[config.mk]
export PLATFORM = sky130hd
export DESIGN_NAME = baseline_gesture_event_detector
export DESIGN_NICKNAME = d
export VERILOG_FILES = /design/src/rtl/gev_pkg.sv /design/src/rtl/gev_ram.sv /design/src/rtl/gev_chan_pipe.sv /design/src/rtl/baseline_gesture_event_detector.sv
export SDC_FILE = /design/constraint.sdc
export NUM_CORES = 1
export LEC_CHECK = 0
export ABC_AREA = 1
export BUFFER_PORTS_ARGS = -buffer_cell sky130_fd_sc_hd__buf_2
export CAP_MARGIN = 5
export CELL_PAD_IN_SITES_DETAIL_PLACEMENT = 0
export CELL_PAD_IN_SITES_GLOBAL_PLACEMENT = 2
export CORE_ASPECT_RATIO = 1.4
export CORE_MARGIN = 1
export CORE_UTILIZATION = 30
export CTS_CLUSTER_SIZE = 12
export DETAILED_ROUTE_END_ITERATION = 10
export PLACE_DENSITY_LB_ADDON = 0.08
export SYNTH_ARGS = -nofsm -noshare
export SYNTH_HDL_FRONTEND = slang
export SYNTH_HIERARCHICAL = 1
export SYNTH_SLANG_ARGS = --single-unit
[constraint.sdc]
create_clock -name clk -period 7.65 [get_ports clk]
set_clock_uncertainty 0.1 [all_clocks]
set_input_delay 1.53 -clock clk [delete_from_list [all_inputs] [get_ports clk]]
set_output_delay 1.53 -clock clk [all_outputs]
set_load 0.01 [all_outputs]
[src/rtl/gev_pkg.sv]
// shared constants, phase codes and inter-module types of the gesture event detector
package gev_pkg;

  localparam int REST_TICKS = 30;
  localparam int SIGN_TICKS = 60;

  localparam int SAMPLE_W   = 16;
  localparam int CFG_W      = 16;
  localparam int EV_W       = 12;
  localparam int NUM_CH     = 6;
  localparam int NUM_FINGER = 3;
  localparam int CH_W       = $clog2(NUM_CH);
  localparam int SH_W       = $clog2(EV_W);
  localparam int PHASE_W    = 3;

  localparam int IN_DATA_W  = NUM_CH * SAMPLE_W;
  localparam int OUT_DATA_W = ((EV_W + 7) / 8) * 8;
  localparam int OUT_USER_W = 1 + PHASE_W;

  // running sum of REST_TICKS-1 samples needs log2(REST_TICKS) growth bits
  localparam int REST_LOG  = $clog2(REST_TICKS);
  localparam int SUM_W     = SAMPLE_W + REST_LOG;
  localparam int ENTRY_W   = SUM_W + 1;
  localparam int CMP_W     = SUM_W + 2;

  // divide by REST_TICKS as multiply by rounded-up reciprocal, exact for |x| < 2^SUM_W
  localparam int DIV_SHIFT = SUM_W + REST_LOG;
  localparam int RECIP_W   = SUM_W + 2;
  localparam int PROD_W    = DIV_SHIFT + SUM_W;
  localparam logic [RECIP_W-1:0] RECIP =
    RECIP_W'(((64'd1 << DIV_SHIFT) + 64'(REST_TICKS) - 64'd1) / 64'(REST_TICKS));

  localparam int CYCLE_LEN = REST_TICKS + SIGN_TICKS + 2;
  localparam int TICK_W    = $clog2(CYCLE_LEN);
  localparam logic [TICK_W-1:0] TICK_REST   = TICK_W'(REST_TICKS);
  localparam logic [TICK_W-1:0] TICK_REPORT = TICK_W'(REST_TICKS + SIGN_TICKS);
  localparam logic [TICK_W-1:0] TICK_LAST   = TICK_W'(CYCLE_LEN - 1);

  localparam logic [CH_W-1:0] LAST_CH = CH_W'(NUM_CH - 1);

  localparam logic [PHASE_W-1:0] PH_START  = 3'd0;
  localparam logic [PHASE_W-1:0] PH_SUM    = 3'd1;
  localparam logic [PHASE_W-1:0] PH_BASE   = 3'd2;
  localparam logic [PHASE_W-1:0] PH_DETECT = 3'd3;
  localparam logic [PHASE_W-1:0] PH_REPORT = 3'd4;
  localparam logic [PHASE_W-1:0] PH_CLEAR  = 3'd5;

  localparam int CFG_ADDR_W = 1;
  localparam logic [CFG_ADDR_W-1:0] REG_STRAIN_THR = 1'd0;
  localparam logic [CFG_ADDR_W-1:0] REG_ACCEL_BAND = 1'd1;
  localparam logic [CFG_W-1:0] STRAIN_THR_RST = 16'd500;
  localparam logic [CFG_W-1:0] ACCEL_BAND_RST = 16'd500;

  // one channel step issued to the state pipeline
  typedef struct packed {
    logic                vld;
    logic [CH_W-1:0]     ch;
    logic [PHASE_W-1:0]  kind;
    logic [SAMPLE_W-1:0] sample;
  } gev_req_t;

  // per-channel result coming back from the state pipeline
  typedef struct packed {
    logic               vld;
    logic               last;
    logic               busy;
    logic [PHASE_W-1:0] kind;
    logic [EV_W-1:0]    bits;
  } gev_done_t;

endpackage

[src/rtl/gev_ram.sv]
// generic single-write single-read ram with registered read data
module gev_ram #(
  parameter int WIDTH = 8,
  parameter int DEPTH = 8
) (
  input  logic                     clk,
  input  logic                     we,
  input  logic [$clog2(DEPTH)-1:0] waddr,
  input  logic [WIDTH-1:0]         wdata,
  input  logic                     re,
  input  logic [$clog2(DEPTH)-1:0] raddr,
  output logic [WIDTH-1:0]         rdata
);

  logic [WIDTH-1:0] mem [DEPTH];

  always_ff @(posedge clk) begin
    if (we) begin
      mem[waddr] <= wdata;
    end
    if (re) begin
      rdata <= mem[raddr];
    end
  end

endmodule

[src/rtl/gev_chan_pipe.sv]
// read-modify-write pipeline over the per-channel sum / baseline / armed memory
module gev_chan_pipe (
  input  logic                        clk,
  input  logic                        rst_n,
  input  gev_pkg::gev_req_t           req,
  input  logic [gev_pkg::CFG_W-1:0]   strain_thr,
  input  logic [gev_pkg::CFG_W-1:0]   accel_band,
  output gev_pkg::gev_done_t          done
);

  logic [gev_pkg::ENTRY_W-1:0] rd_data;
  logic [gev_pkg::ENTRY_W-1:0] wr_data;
  logic [gev_pkg::NUM_CH-1:0]  ent_valid_r;

  // read stage
  logic                          s1_vld_r;
  logic [gev_pkg::CH_W-1:0]      s1_ch_r;
  logic [gev_pkg::PHASE_W-1:0]   s1_kind_r;
  logic [gev_pkg::SAMPLE_W-1:0]  s1_sample_r;
  logic [gev_pkg::ENTRY_W-1:0]   s1_entry;
  logic [gev_pkg::SUM_W-1:0]     s1_sum;
  logic                          s1_neg;
  logic [gev_pkg::SUM_W-1:0]     s1_mag;
  logic [gev_pkg::PROD_W-1:0]    s1_prod;

  // update stage
  logic                          s2_vld_r;
  logic [gev_pkg::CH_W-1:0]      s2_ch_r;
  logic [gev_pkg::PHASE_W-1:0]   s2_kind_r;
  logic [gev_pkg::SAMPLE_W-1:0]  s2_sample_r;
  logic [gev_pkg::SUM_W-1:0]     s2_sum_r;
  logic                          s2_armed_r;
  logic                          s2_neg_r;
  logic [gev_pkg::PROD_W-1:0]    s2_prod_r;

  logic [gev_pkg::SUM_W-1:0]     quot;
  logic [gev_pkg::SUM_W-1:0]     base_div;
  logic [gev_pkg::SUM_W-1:0]     samp_ext;
  logic [gev_pkg::CMP_W-1:0]     samp_c;
  logic [gev_pkg::CMP_W-1:0]     base_c;
  logic [gev_pkg::CMP_W-1:0]     bent_lim;
  logic [gev_pkg::CMP_W-1:0]     band_hi;
  logic [gev_pkg::CMP_W-1:0]     band_lo;
  logic                          is_finger;
  logic [gev_pkg::SUM_W-1:0]     new_sum;
  logic                          new_armed;
  logic                          ev_hi;
  logic                          ev_lo;
  logic [gev_pkg::SH_W-1:0]      ev_sh;
  logic [gev_pkg::EV_W-1:0]      ev_bits;

  gev_ram #(
    .WIDTH (gev_pkg::ENTRY_W),
    .DEPTH (gev_pkg::NUM_CH)
  ) u_state_ram (
    .clk   (clk),
    .we    (s2_vld_r),
    .waddr (s2_ch_r),
    .wdata (wr_data),
    .re    (req.vld),
    .raddr (req.ch),
    .rdata (rd_data)
  );

  // entries never written since reset read as zero sum, armed
  always_comb begin
    s1_entry = ent_valid_r[s1_ch_r] ? rd_data : {1'b1, {gev_pkg::SUM_W{1'b0}}};
    s1_sum   = s1_entry[gev_pkg::SUM_W-1:0];
    s1_neg   = s1_sum[gev_pkg::SUM_W-1];
    s1_mag   = s1_neg ? (gev_pkg::SUM_W'(0) - s1_sum) : s1_sum;
    s1_prod  = gev_pkg::PROD_W'(s1_mag) * gev_pkg::PROD_W'(gev_pkg::RECIP);
  end

  always_ff @(posedge clk) begin
    if (!rst_n) begin
      s1_vld_r    <= 1'b0;
      s2_vld_r    <= 1'b0;
      ent_valid_r <= '0;
    end else begin
      s1_vld_r <= req.vld;
      s2_vld_r <= s1_vld_r;
      if (s2_vld_r) begin
        ent_valid_r[s2_ch_r] <= 1'b1;
      end
    end
  end

  always_ff @(posedge clk) begin
    s1_ch_r     <= req.ch;
    s1_kind_r   <= req.kind;
    s1_sample_r <= req.sample;
    s2_ch_r     <= s1_ch_r;
    s2_kind_r   <= s1_kind_r;
    s2_sample_r <= s1_sample_r;
    s2_sum_r    <= s1_sum;
    s2_armed_r  <= s1_entry[gev_pkg::SUM_W];
    s2_neg_r    <= s1_neg;
    s2_prod_r   <= s1_prod;
  end

  always_comb begin
    quot     = s2_prod_r[gev_pkg::DIV_SHIFT +: gev_pkg::SUM_W];
    base_div = s2_neg_r ? (gev_pkg::SUM_W'(0) - quot) : quot;
    samp_ext = {{(gev_pkg::SUM_W - gev_pkg::SAMPLE_W){s2_sample_r[gev_pkg::SAMPLE_W-1]}},
                s2_sample_r};
    samp_c   = {{2{samp_ext[gev_pkg::SUM_W-1]}}, samp_ext};
    base_c   = {{2{s2_sum_r[gev_pkg::SUM_W-1]}}, s2_sum_r};
    bent_lim = base_c + {{(gev_pkg::CMP_W - gev_pkg::CFG_W){1'b0}}, strain_thr};
    band_hi  = base_c + {{(gev_pkg::CMP_W - gev_pkg::CFG_W){1'b0}}, accel_band};
    band_lo  = base_c - {{(gev_pkg::CMP_W - gev_pkg::CFG_W){1'b0}}, accel_band};
    is_finger = (s2_ch_r < gev_pkg::CH_W'(gev_pkg::NUM_FINGER));

    new_sum   = s2_sum_r;
    new_armed = s2_armed_r;
    ev_hi     = 1'b0;
    ev_lo     = 1'b0;
    case (s2_kind_r)
      gev_pkg::PH_SUM: begin
        new_sum = s2_sum_r + samp_ext;
      end
      gev_pkg::PH_BASE: begin
        new_sum = base_div;
      end
      gev_pkg::PH_DETECT: begin
        if (is_finger) begin
          // armed means straight; only a change of state raises a bit
          if ($signed(samp_c) <= $signed(bent_lim)) begin
            new_armed = 1'b1;
            ev_hi     = !s2_armed_r;
          end else begin
            new_armed = 1'b0;
            ev_lo     = s2_armed_r;
          end
        end else begin
          if ($signed(samp_c) <= $signed(band_hi) && $signed(samp_c) >= $signed(band_lo)) begin
            new_armed = 1'b1;
          end else begin
            new_armed = 1'b0;
            ev_hi     = s2_armed_r && ($signed(samp_c) < $signed(base_c));
            ev_lo     = s2_armed_r && ($signed(samp_c) > $signed(base_c));
          end
        end
      end
      gev_pkg::PH_CLEAR: begin
        new_sum   = '0;
        new_armed = 1'b1;
      end
      default: begin
        new_sum   = s2_sum_r;
        new_armed = s2_armed_r;
      end
    endcase

    // channel c owns bits 11-2c (straight / negative) and 10-2c (bent / positive)
    ev_sh   = gev_pkg::SH_W'(gev_pkg::EV_W - 2) - gev_pkg::SH_W'({s2_ch_r, 1'b0});
    ev_bits = {{(gev_pkg::EV_W - 2){1'b0}}, ev_hi, ev_lo} << ev_sh;
    wr_data = {new_armed, new_sum};
  end

  assign done.vld  = s2_vld_r;
  assign done.last = (s2_ch_r == gev_pkg::LAST_CH);
  assign done.busy = s1_vld_r || s2_vld_r;
  assign done.kind = s2_kind_r;
  assign done.bits = ev_bits;

  a_no_rw_same_entry: assert property (@(posedge clk) disable iff (!rst_n)
    s2_vld_r && req.vld |-> s2_ch_r != req.ch)
    else $error("read and write-back hit the same state entry");

  a_channel_order: assert property (@(posedge clk) disable iff (!rst_n)
    s2_vld_r && (s2_ch_r != gev_pkg::LAST_CH) |-> s1_vld_r && (s1_ch_r == s2_ch_r + 1'b1))
    else $error("channel steps of one transaction left order");

endmodule

[src/rtl/baseline_gesture_event_detector.sv]
// top level: tick sequencer, configuration registers and output staging
//
// Usage:
//   in_*  : one transaction per sensor tick, six signed 16-bit samples in in_tdata.
//   out_* : exactly one transaction per input tick, in order; out_tdata holds the
//           12 event bits, out_tuser the summary flag and the phase code.
//   cfg_* : register writes, always ready; index 0 strain threshold, 1 accel band.
//           Write only while no tick is in flight.
// Timing: a tick walks the six channels through the state memory, one channel
// per cycle with a three-stage read-modify-write, and its result is registered
// on out_*. A new tick is accepted only once the previous one has issued its
// last channel, so no new tick is taken while the channels of the previous one
// are still being issued.
// Stall: with out_tvalid held by out_tready low, one more finished result is kept
// in a pending register and the next tick is accepted only after that drains.
// Reset: registers return to 500, the cycle restarts at the discarded start tick,
// and all memory entries read as zero sum and armed until first rewritten.
module baseline_gesture_event_detector (
  input  logic                              clk,
  input  logic                              rst_n,
  input  logic                              in_tvalid,
  output logic                              in_tready,
  // strain_index, strain_middle, strain_ring, accel_x, accel_y, accel_z (16 bit each)
  input  logic [gev_pkg::IN_DATA_W-1:0]     in_tdata,
  output logic                              out_tvalid,
  input  logic                              out_tready,
  // event_bits [11:0], zero pad [15:12]
  output logic [gev_pkg::OUT_DATA_W-1:0]    out_tdata,
  // is_summary [0], phase [3:1]
  output logic [gev_pkg::OUT_USER_W-1:0]    out_tuser,
  input  logic                              cfg_valid,
  output logic                              cfg_ready,
  input  logic [gev_pkg::CFG_ADDR_W-1:0]    cfg_addr,
  input  logic [gev_pkg::CFG_W-1:0]         cfg_data
);

  logic [gev_pkg::CFG_W-1:0]      strain_thr_r;
  logic [gev_pkg::CFG_W-1:0]      accel_band_r;
  logic [gev_pkg::TICK_W-1:0]     tick_r;
  logic [gev_pkg::TICK_W-1:0]     tick_nxt;
  logic [gev_pkg::PHASE_W-1:0]    kind_nxt;
  logic                           run_r;
  logic [gev_pkg::CH_W-1:0]       step_r;
  logic [gev_pkg::PHASE_W-1:0]    item_kind_r;
  logic [gev_pkg::IN_DATA_W-1:0]  samples_r;
  logic [gev_pkg::EV_W-1:0]       acc_r;
  logic [gev_pkg::EV_W-1:0]       window_r;
  logic                           pend_v_r;
  logic [gev_pkg::EV_W-1:0]       pend_bits_r;
  logic [gev_pkg::PHASE_W-1:0]    pend_kind_r;
  logic                           out_tvalid_r;
  logic [gev_pkg::EV_W-1:0]       out_bits_r;
  logic [gev_pkg::PHASE_W-1:0]    out_kind_r;

  logic                           in_acc;
  logic                           fin;
  logic                           out_free;
  logic [gev_pkg::EV_W-1:0]       item_bits;
  logic [gev_pkg::EV_W-1:0]       fin_bits;

  gev_pkg::gev_req_t              req;
  gev_pkg::gev_done_t             done;

  gev_chan_pipe u_chan_pipe (
    .clk        (clk),
    .rst_n      (rst_n),
    .req        (req),
    .strain_thr (strain_thr_r),
    .accel_band (accel_band_r),
    .done       (done)
  );

  // with a result on hold, wait for the tail of the previous tick to land first
  assign in_tready = !run_r && !pend_v_r && !(out_tvalid_r && done.busy);
  assign in_acc    = in_tvalid && in_tready;
  assign cfg_ready = 1'b1;

  always_comb begin
    if (tick_r == '0) begin
      kind_nxt = gev_pkg::PH_START;
    end else if (tick_r < gev_pkg::TICK_REST) begin
      kind_nxt = gev_pkg::PH_SUM;
    end else if (tick_r == gev_pkg::TICK_REST) begin
      kind_nxt = gev_pkg::PH_BASE;
    end else if (tick_r < gev_pkg::TICK_REPORT) begin
      kind_nxt = gev_pkg::PH_DETECT;
    end else if (tick_r == gev_pkg::TICK_REPORT) begin
      kind_nxt = gev_pkg::PH_REPORT;
    end else begin
      kind_nxt = gev_pkg::PH_CLEAR;
    end
    tick_nxt = (tick_r >= gev_pkg::TICK_LAST) ? '0 : tick_r + 1'b1;
  end

  assign req.vld    = run_r;
  assign req.ch     = step_r;
  assign req.kind   = item_kind_r;
  assign req.sample = samples_r[step_r * gev_pkg::SAMPLE_W +: gev_pkg::SAMPLE_W];

  assign fin       = done.vld && done.last;
  assign item_bits = acc_r | done.bits;
  assign fin_bits  = (done.kind == gev_pkg::PH_REPORT) ? window_r : item_bits;
  assign out_free  = !out_tvalid_r || out_tready;

  always_ff @(posedge clk) begin
    if (!rst_n) begin
      strain_thr_r <= gev_pkg::STRAIN_THR_RST;
      accel_band_r <= gev_pkg::ACCEL_BAND_RST;
    end else if (cfg_valid && cfg_ready) begin
      case (cfg_addr)
        gev_pkg::REG_STRAIN_THR: strain_thr_r <= cfg_data;
        gev_pkg::REG_ACCEL_BAND: accel_band_r <= cfg_data;
        default: begin
          strain_thr_r <= strain_thr_r;
        end
      endcase
    end
  end

  // tick sequencer: one channel step per cycle
  always_ff @(posedge clk) begin
    if (!rst_n) begin
      tick_r <= '0;
      run_r  <= 1'b0;
      step_r <= '0;
    end else if (in_acc) begin
      tick_r <= tick_nxt;
      run_r  <= 1'b1;
      step_r <= '0;
    end else if (run_r) begin
      if (step_r == gev_pkg::LAST_CH) begin
        run_r <= 1'b0;
      end else begin
        step_r <= step_r + 1'b1;
      end
    end
  end

  always_ff @(posedge clk) begin
    if (in_acc) begin
      item_kind_r <= kind_nxt;
      samples_r   <= in_tdata;
    end
  end

  // event bits gathered over the channel steps and over the window
  always_ff @(posedge clk) begin
    if (!rst_n) begin
      acc_r    <= '0;
      window_r <= '0;
    end else begin
      if (done.vld) begin
        acc_r <= done.last ? '0 : item_bits;
      end
      if (fin) begin
        if (done.kind == gev_pkg::PH_DETECT) begin
          window_r <= window_r | item_bits;
        end else if (done.kind == gev_pkg::PH_CLEAR) begin
          window_r <= '0;
        end
      end
    end
  end

  always_ff @(posedge clk) begin
    if (!rst_n) begin
      out_tvalid_r <= 1'b0;
      pend_v_r     <= 1'b0;
    end else if (pend_v_r && out_free) begin
      out_tvalid_r <= 1'b1;
      pend_v_r     <= 1'b0;
    end else if (fin) begin
      if (out_free) begin
        out_tvalid_r <= 1'b1;
      end else begin
        pend_v_r <= 1'b1;
      end
    end else if (out_tready) begin
      out_tvalid_r <= 1'b0;
    end
  end

  always_ff @(posedge clk) begin
    if (pend_v_r && out_free) begin
      out_bits_r <= pend_bits_r;
      out_kind_r <= pend_kind_r;
    end else if (fin) begin
      if (out_free) begin
        out_bits_r <= fin_bits;
        out_kind_r <= done.kind;
      end else begin
        pend_bits_r <= fin_bits;
        pend_kind_r <= done.kind;
      end
    end
  end

  assign out_tvalid = out_tvalid_r;
  assign out_tdata  = {{(gev_pkg::OUT_DATA_W - gev_pkg::EV_W){1'b0}}, out_bits_r};
  assign out_tuser  = {out_kind_r, (out_kind_r == gev_pkg::PH_REPORT)};

  a_no_pending_overrun: assert property (@(posedge clk) disable iff (!rst_n)
    fin |-> !pend_v_r)
    else $error("tick finished while a result was already pending");

  a_pending_behind_output: assert property (@(posedge clk) disable iff (!rst_n)
    pend_v_r |-> out_tvalid_r)
    else $error("pending result without an output result ahead of it");

  a_accept_starts_walk: assert property (@(posedge clk) disable iff (!rst_n)
    in_acc |=> run_r && (step_r == '0))
    else $error("accepted tick did not start its channel walk");

  a_tick_in_cycle: assert property (@(posedge clk) disable iff (!rst_n)
    tick_r <= gev_pkg::TICK_LAST)
    else $error("tick position beyond the end of the cycle");

endmodule

==> impl_metrics.py <==
metrics = {
    "route": {
        "drt_iter0_markers": 1222,
        "totalWireLength_um": 94700,
        "vias": 22200,
        "antenna_left": 0,
        "wl_per_cell_um": 20.4,
        "dr.pass1.iters": 6,
        "drc_errors": 0,
        "viasPerCell": 4.80,
    },
    "finish": {
        "syn_to_final_growth_pct": 12.6,
        "fillers": 9871,
        "final_cell_mix": "591 x nand2_1, 404 x inv_1, 337 x ha_1",
        "final_common_cell": "nand2_1",
        "num-nets-final": 3892,
        "drive_above_1_share": 0.0894,
    },
    "yosys": {
        "yosysSeqAreaShare": 0.412,
        "synthArstFlopShare": 0,
        "synth_area_mm2": 0.0284,
        "ys_dominant_reg_cell": "edfxtp_1",
        "yosysWarnings": 6,
        "synth_cell_types": 64,
        "postSynthCellCount": 3250,
        "synth-seq-cells": 443,
        "synth_edf_count": 283,
        "avgSynthCellArea_um2": 8.74,
    },
    "timing": {
        "worst_slew_pin_slew_ns": 1.14,
        "min_period_ns": 7.03,
        "finalSetupTns_ns": 0,
        "relSlewSlack": 0.238,
        "hold_viol": 0,
        "drv_slew": 0,
        "fin_crit_sh": 0.919,
        "max_freq_mhz": 142,
        "setup_violations": 0,
        "rsz0062_at_grt": "no",
    },
    "grt": {
        "use_met1": 0.233,
        "use_met2": 0.374,
        "grt.total_usage": 0.199,
        "grt_pass1_vias": 23000,
        "top_usage_layer": "met2",
        "grt_overflow": 0,
        "grt_max_degree": 83,
        "grt_pass1_wl_um": 143000,
        "met3_usage": 0.0163,
        "antenna_found_initial": 6,
    },
    "critical_path": {
        "cp_max_fo": 16,
        "cp.required_ns": 8.04,
        "max_stage_delay_ns": 0.56,
        "end_kind": "flip-flop",
        "cp.arrival_ns": 7.42,
        "worst-setup-path-type": "reg -> reg",
        "cp_slowest_cell": "fa_1",
        "rrSetupSlack_ns": 0.62,
        "worst_setup_path_start_kind": "flip-flop",
    },
    "placement": {
        "gp_congestion": 0.900,
        "portBuffers": 135,
        "hpwl_um": 75100,
    },
    "clocking": {
        "cts.sinks": 443,
        "cts_tree": "yes",
        "cts_buffers": 49,
        "htreeDepth": 2,
        "post_cts_buffers": 0,
        "cts_root_buf": "clkbuf_16",
        "cts_buffer_depth": 3,
        "clk_pin_slew_ns": 0.06,
        "clk_latency_ns": 0.60,
    },
    "min_path": {
        "hold_class": "reg -> reg",
    },
    "die": {
        "start_util": 0.302,
        "rows": 133,
        "core_region_area_mm2": 0.0939,
        "die_h_um": 366,
        "num_io_pins": 141,
        "die_area_mm2": 0.0959,
        "fp.dieW_um": 262,
    },
    "flow_run": {
        "cap_violations": 0,
    },
    "pwr": {
        "power_density_mw_per_mm2": 214,
        "p_total_mw": 6.82,
        "peakVddDrop_uv": 145,
        "p_leak_nw": 14.5,
    },
    "run_status": {
        "status": "completed",
    },
}
per-stage QoR:
| stage | hold WS (ns) | util | worst slack, ns | cell area [um^2] | std cells |
|---|---|---|---|---|---|
| 6_report | 0.225 | 0.340 | 0.618 | 32000 | 4632 |
| 4_1_cts | 0.226 | 0.340 | 0.344 | 31900 | 4626 |
| 3_5_place_dp | 0.212 | 0.323 | 0.405 | 30300 | 4535 |
| 2_1_floorplan | 0.210 | - | 1.61 | 28400 | 3253 |
| 3_3_place_gp | 0.215 | 0.323 | 0.360 | 30300 | 4535 |
| 5_1_grt | 0.231 | 0.340 | 0.0513 | 32000 | 4632 |
registers in the layout (all words and copies together) (netlist names), 6 cells and up:
signal                         cells
tick_r                             7
window_r                          12
strain_thr_r                      16
u_chan_pipe/s2_sample_r           16
out_bits_r                        12
samples_r                         96
u_chan_pipe/u_state_ram/mem      132
u_chan_pipe/ent_valid_r            6
accel_band_r                      16
acc_r                             12
u_chan_pipe/s2_sum_r              20
u_chan_pipe/u_state_ram/rdata     22
u_chan_pipe/s1_sample_r           16
pend_bits_r                       12
u_chan_pipe/s2_prod_r             17
power breakdown:
| part | internal [mW] | switching (mW) |
|---|---|---|
| Combinational | 0.554 | 1.05 |
| Clock | 1.36 | 0.997 |
| Sequential | 2.70 | 0.164 |
| Total | 4.61 | 2.21 |
path summary, 6_finish.rpt:
check / end / cells after the start / startpoint
min: u_chan_pipe/s2_sample_r[4]$_DFF_P_ / 0 / u_chan_pipe/s1_sample_r[4]$_DFF_P_
min reg2reg: u_chan_pipe/s2_sample_r[4]$_DFF_P_ / 0 / u_chan_pipe/s1_sample_r[4]$_DFF_P_
max: u_chan_pipe/s2_prod_r[35]$_DFF_P_ / 32 / u_chan_pipe/s1_ch_r[0]$_DFF_P_
max reg2reg: u_chan_pipe/s2_prod_r[35]$_DFF_P_ / 32 / u_chan_pipe/s1_ch_r[0]$_DFF_P_
cell families after synthesis:
kind of cell	share of synthesized area
flip-flops	0.412
XOR/XNOR	0.0216
other	0.000265
adder cells (fa/ha/maj)	0.194
buffers and inverters	0.0730
AO/OA/AOI/OAI	0.111
AND/OR/NAND/NOR	0.188
critical path, delay by kind of cell (launching register included):
| family | cells | cell delay (ns) |
|---|---|---|
| adder cells (fa/ha/maj) | 9 | 3.11 |
| flip-flops | 1 | 0.41 |
| buffers and inverters | 6 | 0.42 |
| AO/OA/AOI/OAI | 6 | 1.69 |
| AND/OR/NAND/NOR | 11 | 1.16 |
metal layers:
layer / wire length, um / share of wire
met1: 38500 / 0.41
met2: 50700 / 0.54
met3: 2040 / 0.022
met4: 3450 / 0.036
met5: 0 / 0
Yosys cell counts (8+ instances only):
| cell | number | area share |
|---|---|---|
| a21oi_1 | 223 | 0.039 |
| buf_2 | 18 | 0.0032 |
| buf_4 | 20 | 0.0053 |
| clkbuf_1 | 38 | 0.0050 |
| dfxtp_1 | 160 | 0.11 |
| edfxtp_1 | 283 | 0.30 |
| fa_1 | 65 | 0.046 |
| ha_1 | 337 | 0.15 |
| inv_1 | 404 | 0.053 |
| inv_2 | 10 | 0.0013 |
| nand2_1 | 591 | 0.078 |
| nand3_1 | 191 | 0.034 |
| nand4_1 | 44 | 0.0097 |
| nor2_1 | 331 | 0.044 |
| nor3_1 | 37 | 0.0065 |
| nor4_1 | 8 | 0.0018 |
| o211ai_1 | 14 | 0.0037 |
| o21a_1 | 25 | 0.0066 |
| o21ai_0 | 201 | 0.035 |
| o21ai_1 | 30 | 0.0053 |
| o21bai_1 | 14 | 0.0037 |
| o22ai_1 | 15 | 0.0033 |
| or2_2 | 23 | 0.0051 |
| xnor2_1 | 11 | 0.0034 |
| xor2_1 | 59 | 0.018 |
final cells by class:
class / count / area [um^2] / share of cell area
clock buffers: 76 / 1470 / 0.0460
clock inverters: 15 / 145 / 0.00454
flip-flops and latches: 443 / 11700 / 0.366
inverters: 417 / 1570 / 0.0491
repair buffers: 159 / 853 / 0.0267
multi-input cells: 2302 / 14700 / 0.459
well taps: 1215 / 1520 / 0.0476
diodes: 5 / 12.5 / 0.000392
what timing repair did:
| item | 4_1_cts | 5_1_grt |
|---|---|---|
| gates resized for setup | 0 | 2 |
| hold buffers | 0 | 0 |
| endpoints found under the setup margin | 0 | 5 |
Power figures use the tool's default switching activity.
